[src/stws_pkg.sv]
package stws_pkg;

  localparam int WEIGHT_BITS = 16;
  localparam int RAND_BITS   = 16;
  localparam int ID_BITS     = 10;
  localparam int DRAW_BITS   = 16;

  localparam logic ACT_LOAD = 1'b0;
  localparam logic ACT_DRAW = 1'b1;

  typedef struct packed {
    logic                   action;
    logic [ID_BITS-1:0]     particle_id;
    logic [WEIGHT_BITS-1:0] weight;
    logic [RAND_BITS-1:0]   rand_fraction;
    logic                   last;
  } in_item_t;

  typedef struct packed {
    logic [ID_BITS-1:0]     chosen_id;
    logic [WEIGHT_BITS-1:0] chosen_weight;
    logic [DRAW_BITS-1:0]   draw_number;
    logic [DRAW_BITS-1:0]   best_draw;
    logic                   empty_set;
  } out_item_t;

  typedef enum logic [16:0] {
    ST_IDLE = 17'b00000000000000001,
    ST_P0   = 17'b00000000000000010,
    ST_P1   = 17'b00000000000000100,
    ST_P2   = 17'b00000000000001000,
    ST_H0   = 17'b00000000000010000,
    ST_H1   = 17'b00000000000100000,
    ST_H2   = 17'b00000000001000000,
    ST_S0   = 17'b00000000010000000,
    ST_S1   = 17'b00000000100000000,
    ST_S2   = 17'b00000001000000000,
    ST_S3   = 17'b00000010000000000,
    ST_S4   = 17'b00000100000000000,
    ST_D0   = 17'b00001000000000000,
    ST_D1   = 17'b00010000000000000,
    ST_D2   = 17'b00100000000000000,
    ST_D3   = 17'b01000000000000000,
    ST_RES  = 17'b10000000000000000
  } state_t;

  typedef struct packed {
    state_t step;
    logic   accept;
  } cmd_t;

  typedef struct packed {
    logic req_draw;
    logic req_last;
    logic sort;
    logic no_set;
    logic total_zero;
    logic node_zero;
    logic i_leaf;
    logic j_leaf;
    logic brk;
    logic off_tree;
    logic hit;
    logic out_free;
  } sts_t;

endpackage

[src/stws_ctrl.sv]
module stws_ctrl import stws_pkg::*; (
  input  logic clk,
  input  logic rst_n,
  input  logic in_valid,
  output logic in_ready,
  input  sts_t sts,
  output cmd_t cmd
);

  state_t state_r, state_nxt;

  assign in_ready   = (state_r == ST_IDLE);
  assign cmd.step   = state_r;
  assign cmd.accept = (state_r == ST_IDLE) && in_valid;

  always_comb begin
    state_nxt = state_r;
    case (state_r)
      ST_IDLE: begin
        if (in_valid) begin
          if (sts.req_draw) begin
            state_nxt = ST_D0;
          end else if (sts.req_last) begin
            state_nxt = sts.sort ? ST_H0 : ST_P0;
          end
        end
      end
      ST_P0: state_nxt = ST_P1;
      ST_P1: state_nxt = ST_P2;
      ST_P2: state_nxt = sts.node_zero ? ST_IDLE : ST_P0;
      ST_H0: state_nxt = ST_H1;
      ST_H1: begin
        if (sts.i_leaf) begin
          state_nxt = sts.node_zero ? ST_IDLE : ST_H0;
        end else begin
          state_nxt = ST_H2;
        end
      end
      ST_H2: state_nxt = ST_S0;
      ST_S0: begin
        if (sts.j_leaf) begin
          state_nxt = sts.node_zero ? ST_IDLE : ST_H0;
        end else begin
          state_nxt = ST_S1;
        end
      end
      ST_S1: state_nxt = ST_S2;
      ST_S2: state_nxt = ST_S3;
      ST_S3: begin
        if (sts.brk) begin
          state_nxt = sts.node_zero ? ST_IDLE : ST_H0;
        end else begin
          state_nxt = ST_S4;
        end
      end
      ST_S4: state_nxt = ST_S0;
      ST_D0: state_nxt = sts.no_set ? ST_RES : ST_D1;
      ST_D1: state_nxt = sts.total_zero ? ST_RES : ST_D2;
      ST_D2: state_nxt = sts.off_tree ? ST_RES : ST_D3;
      ST_D3: state_nxt = sts.hit ? ST_RES : ST_D2;
      ST_RES: state_nxt = sts.out_free ? ST_IDLE : ST_RES;
      default: state_nxt = ST_IDLE;
    endcase
  end

  always_ff @(posedge clk) begin
    if (!rst_n) begin
      state_r <= ST_IDLE;
    end else begin
      state_r <= state_nxt;
    end
  end

endmodule

[config.mk]
export PLATFORM = sky130hd
export DESIGN_NAME = stws_ctrl
export DESIGN_NICKNAME = d
export VERILOG_FILES = /design/src/stws_pkg.sv /design/src/stws_ctrl.sv
export SDC_FILE = /design/constraint.sdc
export NUM_CORES = 1
export LEC_CHECK = 0
export BUFFER_PORTS_ARGS = -buffer_cell sky130_fd_sc_hd__buf_2
export CORE_ASPECT_RATIO = 0.6
export CORE_MARGIN = 2
export CORE_UTILIZATION = 45
export CTS_CLUSTER_DIAMETER = 80
export DETAILED_ROUTE_END_ITERATION = 7
export GPL_TIMING_DRIVEN = 1
export PLACE_DENSITY_LB_ADDON = 0.15
export SLEW_MARGIN = 10
export SYNTH_ARGS = -nofsm -noshare
export SYNTH_HDL_FRONTEND = slang
export SYNTH_SLANG_ARGS = --single-unit
[constraint.sdc]
create_clock -name clk -period 1.65 [get_ports clk]
set_input_delay 0.33 -clock clk [delete_from_list [all_inputs] [get_ports clk]]
set_output_delay 0.33 -clock clk [all_outputs]
set_load 0.02 [all_outputs]
# Word-level counts from Yosys, hierarchy flattened
# Cells that the tools add are included.
[totals] ff_bits=17 input_bits=15 output_inout_bits=19 elab_cells=38
[classes] eq_ne=19 mux=15 reduce_logical=3
[op_table] cell="$pmux W17 S16" n=1
[op_table] cell="$mux W17" n=8
[op_table] cell="$eq A17 B1 Y1 const B" n=1
[op_table] cell="$eq A17 B10 Y1 const B" n=1
[op_table] cell="$eq A17 B11 Y1 const B" n=1
[op_table] cell="$eq A17 B12 Y1 const B" n=1
[op_table] cell="$eq A17 B13 Y1 const B" n=1
[op_table] cell="$eq A17 B14 Y1 const B" n=1
[op_table] cell="$eq A17 B15 Y1 const B" n=1
[op_table] cell="$eq A17 B16 Y1 const B" n=1
[op_table] cell="$eq A17 B17 Y1 const B" n=1
[op_table] cell="$eq A17 B2 Y1 const B" n=1
[op_table] cell="$eq A17 B3 Y1 const B" n=1
[op_table] cell="$eq A17 B4 Y1 const B" n=1
[op_table] cell="$eq A17 B5 Y1 const B" n=1
[op_table] cell="$eq A17 B6 Y1 const B" n=1
[op_table] cell="$eq A17 B7 Y1 const B" n=1
[op_table] cell="$eq A17 B8 Y1 const B" n=1
[op_table] cell="$eq A17 B9 Y1 const B" n=1
[op_table] cell="$mux W12" n=1
[op_table] cell="$mux W5" n=2
[op_table] cell="$mux W9" n=1
[op_table] cell="$mux W7" n=1
[op_table] cell="$ne A3 B1 Y1 const B" n=1
[op_table] cell="5 further kinds" n=5

# Depth between registers and ports, before layout
# Gate-level depths: netlist (run 1).
[depth] ltp_word=5 mapped_depth=6 mapped_depth_nobuf=5

# Worst setup path after synthesis (run 1)
# Ideal clock, no wire load.
[synth_timing] kind="reg2out" startpoint="reg state_r[10]" endpoint="out cmd[0] in the netlist's numbering" t_arrival_ns=1.775 required_time_ns=1.320 setup_slack_ns=-0.455 path_stages_with_launch=5 n_path_buf=0 path_cell_list="dfxtp_1 -> nor4_4 -> nand4_4 -> nor2_1 -> and2_1"
[synth_rtl] item="start: declaration" line_no="stws_ctrl.sv:10" text="state_t state_r, state_nxt;"
[synth_rtl] item="start signal: assignment" line_no="stws_ctrl.sv:70" text="state_r <= state_nxt;"
[synth_rtl] item="end: declaration" line_no="stws_ctrl.sv:7" text="output cmd_t cmd"

==> flow_metrics.tcl, run 1 <==
set metrics [dict create \
    outcome "finished, violations left" \
    violations "negative setup slack" \
    crit_arrival_ns 1.53 \
    wl_per_cell_um 18.6 \
    r2r_start "state_r[2]" \
    synth_compound_gate_area_share_pct 15.1 \
    regToRegEndpoint "state_r[0]" \
    timing.hold.ws_ns 0.231 \
    root_buffer "clkbuf_8" \
    initial_utilization_pct 49.1 \
    powerDensity_mw_per_mm2 681 \
    ir_drop_mv 0.604 \
    top_register "state_r" \
    slew_viol_final 0 \
    cts_made_buffers 3 \
    avgSynthCellArea_sq_um 9.76 \
    detail_route.vias_per_cell 6.10 \
    clockBufferDepth 2 \
    drive_gt1_share_pct 65.4 \
    endpoint_kind "primary output" \
    reg.largest.list "state_r: 17 flops" \
    synth_top_family_by_area "simple AND/OR/NAND/NOR gates" \
    area_growth_pct 63.2 \
    synth_fp_nets 127 \
    fin_tns_setup_ns -1.49 \
    finalPower_mw 1.22 \
    num_rows 13 \
    worstMarginPinSlew_ns 0.456 \
    dieArea_sq_mm 0.00285 \
    htreeDepth 1 \
    finalCritPeriodShare_pct 112 \
    postCtsHoldBufs 0 \
    synth-xor-area-share_pct 4.81 \
    rsz0062_at_grt "true" \
    drv_cap 0 \
    grt-ovfl-total 0 \
    critPathRequiredTime_ns 1.32 \
    worst_slack_ns -0.206 \
    gp_congestion 0.817 \
    hp-class "in -> reg" \
    yosys.area_share.simple_pct 45.9 \
    drtIter0Drc 44 \
    r2r_cells 6 \
    synth_edf_count 0 \
    grt_use_total_pct 28.5 \
    syn-cell-area_sq_mm 0.00109 \
    r2r_slack_ns -0.17 \
    setup_viol 14 \
    core_area_sq_mm 0.00223 \
    ys.flop_type "dfxtp_1" \
    diodes 0 \
    synth_fa_ha_area_share_pct 0 \
    die_y_um 42.2 \
    criticalPathCategory "reg -> out" \
    cts_tree "built" \
    min_from "sts[8]" \
    mostFrequentLayoutCell "buf_2" \
    finalInstanceArea_sq_mm 0.00178 \
    final-hold-violation-count 0 \
    clk_pin_slew_ns 0.07 \
    worstHoldEndpoint "state_r[13]" \
    slew_headroom_pct 69.3 \
    preCtsSetupSlack_ns -0.181 \
    portBuffers 33 \
    ys_seq_area_share_pct 31.1 \
    placed_area_sq_mm 0.00152 \
    dp_hpwl_um 2590 \
    fin_crit_ns 1.86 \
    clk_latency_ns 0.26 \
    antenna_found_initial 0 \
    grt_pass1_vias 1270 \
    fin_nets 195 \
    io_pins 34 \
    ys_types 45 \
    finClkSkew_ns 0.00313 \
    whs_path_depth 2 \
    synth.ff_latch_count 17 \
    postRouteAntennaNets 0 \
    final_cell_mix "buf_2 (31), buf_4 (25), buf_6 (9), dfxtp_1 (8), nor4_4 (7)" \
    netlist_instances 112 \
    synthMuxAreaShare_pct 0 \
    vias 1274 \
    yosysWarnings 0 \
    async_flop_share_pct 0 \
    wirelength_um 3890 \
    drt_pass1_iterations 4 \
    drc 0 \
    grt_pass1_wl_um 6040 \
    crit_path_start_kind "flip-flop" \
    fmax_mhz 539 \
    grt_max_degree 10 \
    crit_fanout 3 \
    cts.sinks 17 \
    largest_register_ffs 17 \
    die_x_um 67.6 \
    leakagePower_nw 0.756 \
]
[how the worst max path moves through the flow]
stage | from | endpoint | slack (ns) | cells past startpoint
2_1_floorplan | state_r[13] | cmd[0] | -0.15 | 5
3_3_place_gp | state_r[1] | state_r[0] | -0.11 | 7
3_5_place_dp | state_r[1] | state_r[0] | -0.18 | 7
4_1_cts | state_r[2] | cmd[0] | -0.20 | 5
5_1_grt | state_r[2] | cmd[0] | -0.27 | 5
6_report | state_r[2] | cmd[0] | -0.21 | 5
[routing by layer]
metal | global-route usage (%) | vias to the layer above | routed length, um
li1 | - | 579 | -
met1 | 37.0 | 616 | 1660
met2 | 44.1 | 62 | 1840
met4 | 11.0 | 0 | 102
met5 | 0 | - | 0
met3 | 8.33 | 17 | 282
[cells by family after synthesis]
| family | after synthesis |
|---|---|
| buffers and inverters | 6 |
| xor gates and xnor gates | 6 |
| AOI/OAI and AO/OA | 20 |
| DFF | 17 |
| and+or+nand+nor | 63 |
[power breakdown]
part	total, mW	internal, mW	leakage (nW)	switching, mW
combinational	0.452	0.218	0.591	0.234
sequential	0.430	0.417	0.142	0.0130
clock	0.333	0.172	0.0228	0.161
[critical path, stage by stage, from the launching register on]
cell,delay [ns]
dfxtp_4,0.36
nor4_4,0.36
nand4_4,0.16
nor2_4,0.12
and2_4,0.15
buf_6,0.11
[timing repair]
item                                    CTS  global route
resized for setup                        28             9
endpoints found under the setup margin   14            15
buffers inserted                          5             1
pin swaps                                20             6
[synthesized netlist by cell type (2+ instances only)]
master / instances / area share [%]
nor2b_1: 2 / 1.1
nand2b_1: 4 / 2.3
inv_1: 4 / 1.4
nor4_1: 11 / 6.3
nor4b_2: 2 / 2.7
a32oi_1: 2 / 1.6
xnor2_1: 4 / 3.2
nor2_1: 6 / 2.1
nand2_2: 2 / 1.1
xor2_1: 2 / 1.6
o21a_1: 2 / 1.4
nor3b_1: 2 / 1.4
dfxtp_1: 17 / 31
nand3b_1: 3 / 2.1
or4b_1: 3 / 2.7
and3_1: 2 / 1.1
or4_1: 2 / 1.4
or3_1: 2 / 1.1
nand2_1: 4 / 1.4
a21oi_1: 5 / 2.3
nor3_1: 2 / 0.92
nand3_1: 2 / 0.92
nor4_4: 4 / 7.8
o22a_1: 2 / 1.6
[final cells by class]
cell class | count | area (sq um)
Clock buffer | 4 | 45.0
Fill cell | 132 | 444
Inverter | 4 | 15.0
Multi-Input combinational cell | 89 | 883
Sequential cell | 17 | 359
Tap cell | 30 | 37.5
Timing Repair Buffer | 65 | 444
[stage by stage]
stage / utilization [%] / instances
after floorplan: - / 112
final: 80.1 / 209
after global routing: 80.1 / 209
after CTS: 77.8 / 208
after global placement: 68.3 / 199
after detailed placement: 68.3 / 199
Power figures use the tool's default switching activity.
==> inputs of run 2 (changes only) <==
- BUFFER_PORTS_ARGS: -buffer_cell sky130_fd_sc_hd__buf_2 -> -buffer_cell sky130_fd_sc_hd__buf_4
==> run 2 against run 1 <==
The run still ends with negative setup slack left; critical path depth is the same; core utilization rose by 7.4 points; global-route usage is 1.7 points higher; register-to-register slack lost 0.12 ns; sequential power is essentially flat; count of clock-buffer cells in the layout unchanged; critical path type unchanged; critical endpoint unchanged; largest cell class unchanged; highest routed layer unchanged.
==> flow_metrics.tcl, run 2 (synthesis gave the netlist of run 1 again) <==
set metrics [dict create \
    whs_path_depth 2 \
    criticalPathCategory "reg -> out" \
    grt_max_degree 10 \
    htreeDepth 1 \
    drtIter0Drc 183 \
    grt_pass1_vias 1290 \
    grt_use_total_pct 30.3 \
    crit_fanout 6 \
    mostFrequentLayoutCell "buf_4" \
    wl_per_cell_um 22.2 \
    finalCritPeriodShare_pct 119 \
    cts_tree "built" \
    top_register "state_r" \
    wirelength_um 4830 \
    largest_register_ffs 17 \
    hp-class "in -> reg" \
    fin_crit_ns 1.96 \
    fin_nets 203 \
    vias 1403 \
    cts.sinks 17 \
    finClkSkew_ns 0.00795 \
    drive_gt1_share_pct 65.2 \
    r2r_start "state_r[3]" \
    slew_viol_final 0 \
    core_area_sq_mm 0.00223 \
    instances_no_fill 217 \
    wl_met2_um 2170 \
    critPathRequiredTime_ns 1.32 \
    io_pins 34 \
    violations "negative setup slack" \
    endpoint_kind "primary output" \
    final-hold-violation-count 0 \
    final_cell_mix "buf_4 (65), nor4_4 (8), buf_6 (8), dfxtp_2 (7)" \
    clk_latency_ns 0.26 \
    setup_viol 16 \
    worstHoldEndpoint "state_r[13]" \
    detail_route.vias_per_cell 6.47 \
    worst_slack_ns -0.307 \
    outcome "finished, violations left" \
    wl_met1_um 1930 \
    dieArea_sq_mm 0.00285 \
    crit_arrival_ns 1.63 \
    drv_cap 0 \
    dp_hpwl_um 2750 \
    portBuffers 33 \
    grt-ovfl-total 0 \
    min_from "sts[8]" \
    postCtsHoldBufs 0 \
    die_x_um 67.6 \
    finalPower_mw 1.26 \
    drc 0 \
    worstMarginPinSlew_ns 0.433 \
    area_growth_pct 78.3 \
    cts_made_buffers 3 \
    antenna_found_initial 0 \
    rsz0062_at_grt "true" \
    clk_pin_slew_ns 0.08 \
    root_buffer "clkbuf_8" \
    drt_pass1_iterations 5 \
    leakagePower_nw 0.815 \
    highest_layer "met4" \
    dp.cells 204 \
    num_rows 13 \
    gp_congestion 0.855 \
    slew_headroom_pct 70.9 \
    diodes 0 \
    initial_utilization_pct 49.1 \
    met3_length_um 489 \
    preCtsSetupSlack_ns -0.143 \
    clockBufferDepth 2 \
    die_y_um 42.2 \
    powerDensity_mw_per_mm2 647 \
    regToRegEndpoint "state_r[4]" \
    r2r_slack_ns -0.29 \
    grt_pass1_wl_um 6330 \
    r2r_cells 6 \
    fmax_mhz 511 \
    ir_drop_mv 0.571 \
    reg.largest.list "state_r: 17 flops" \
    postRouteAntennaNets 0 \
    crit_path_start_kind "flip-flop" \
]
run 2: cell count changes in the layout (fill, tap and decap cells not counted), moves of 2 or more:
cell	change
buf_4	+40
buf_2	-31
nor4_2	-3
or4b_1	+3
or4b_4	-3
dfxtp_1	-2
nor4_1	+2
nor4b_2	-2
nor4b_4	+2
run 2: final cells by class:
type                            count  area (sq um)
Clock buffer                        4          45.0
Sequential cell                    17           364
Tap cell                           30          37.5
Inverter                            4          15.0
Fill cell                         109           279
Timing Repair Buffer               73           578
Multi-Input combinational cell     89           910
run 2: worst max-delay path by stage:
stage / from / to / slack [ns]
floorplan: state_r[13] / cmd[0] / -0.15
global placement: state_r[1] / cmd[0] / -0.06
detailed placement: state_r[1] / state_r[10] / -0.14
CTS: state_r[14] / cmd[0] / -0.19
global route: state_r[1] / cmd[0] / -0.32
finish: state_r[1] / cmd[0] / -0.31
run 2: per-stage QoR:
step / instance area, sq um / TNS (ns) / util [%] / hold WS [ns]
floorplan: 1150 / -0.295 / - / 0.399
detailed placement: 1640 / -0.735 / 73.7 / 0.496
finish: 1950 / -2.65 / 87.5 / 0.249
global placement: 1640 / -0.278 / 73.7 / 0.499
CTS: 1820 / -1.27 / 81.9 / 0.224
global route: 1950 / -3.25 / 87.5 / 0.242
run 2: timing repair:
item,CTS,global route
setup endpoints to repair,13,17
pin swaps,11,19
resized for setup,17,21
setup buffers,9,3
run 2: where the power goes:
group          switching [mW]  total, mW  internal, mW
logic                   0.257      0.496         0.239
registers              0.0156      0.431         0.415
clock network           0.163      0.335         0.172
run 2: critical path: stages (launching register included):
cell and delay (ns):
dfxtp_4 0.38, nor4_4 0.38, nand4_4 0.19, nor2_4 0.14, and2_4 0.16, buf_6 0.11
run 2: metal layers:
metal,GRT usage [%],up-vias
met3,8.60,33
met4,13.5,0
met2,47.1,109
met5,0,-
met1,38.5,664
li1,-,597
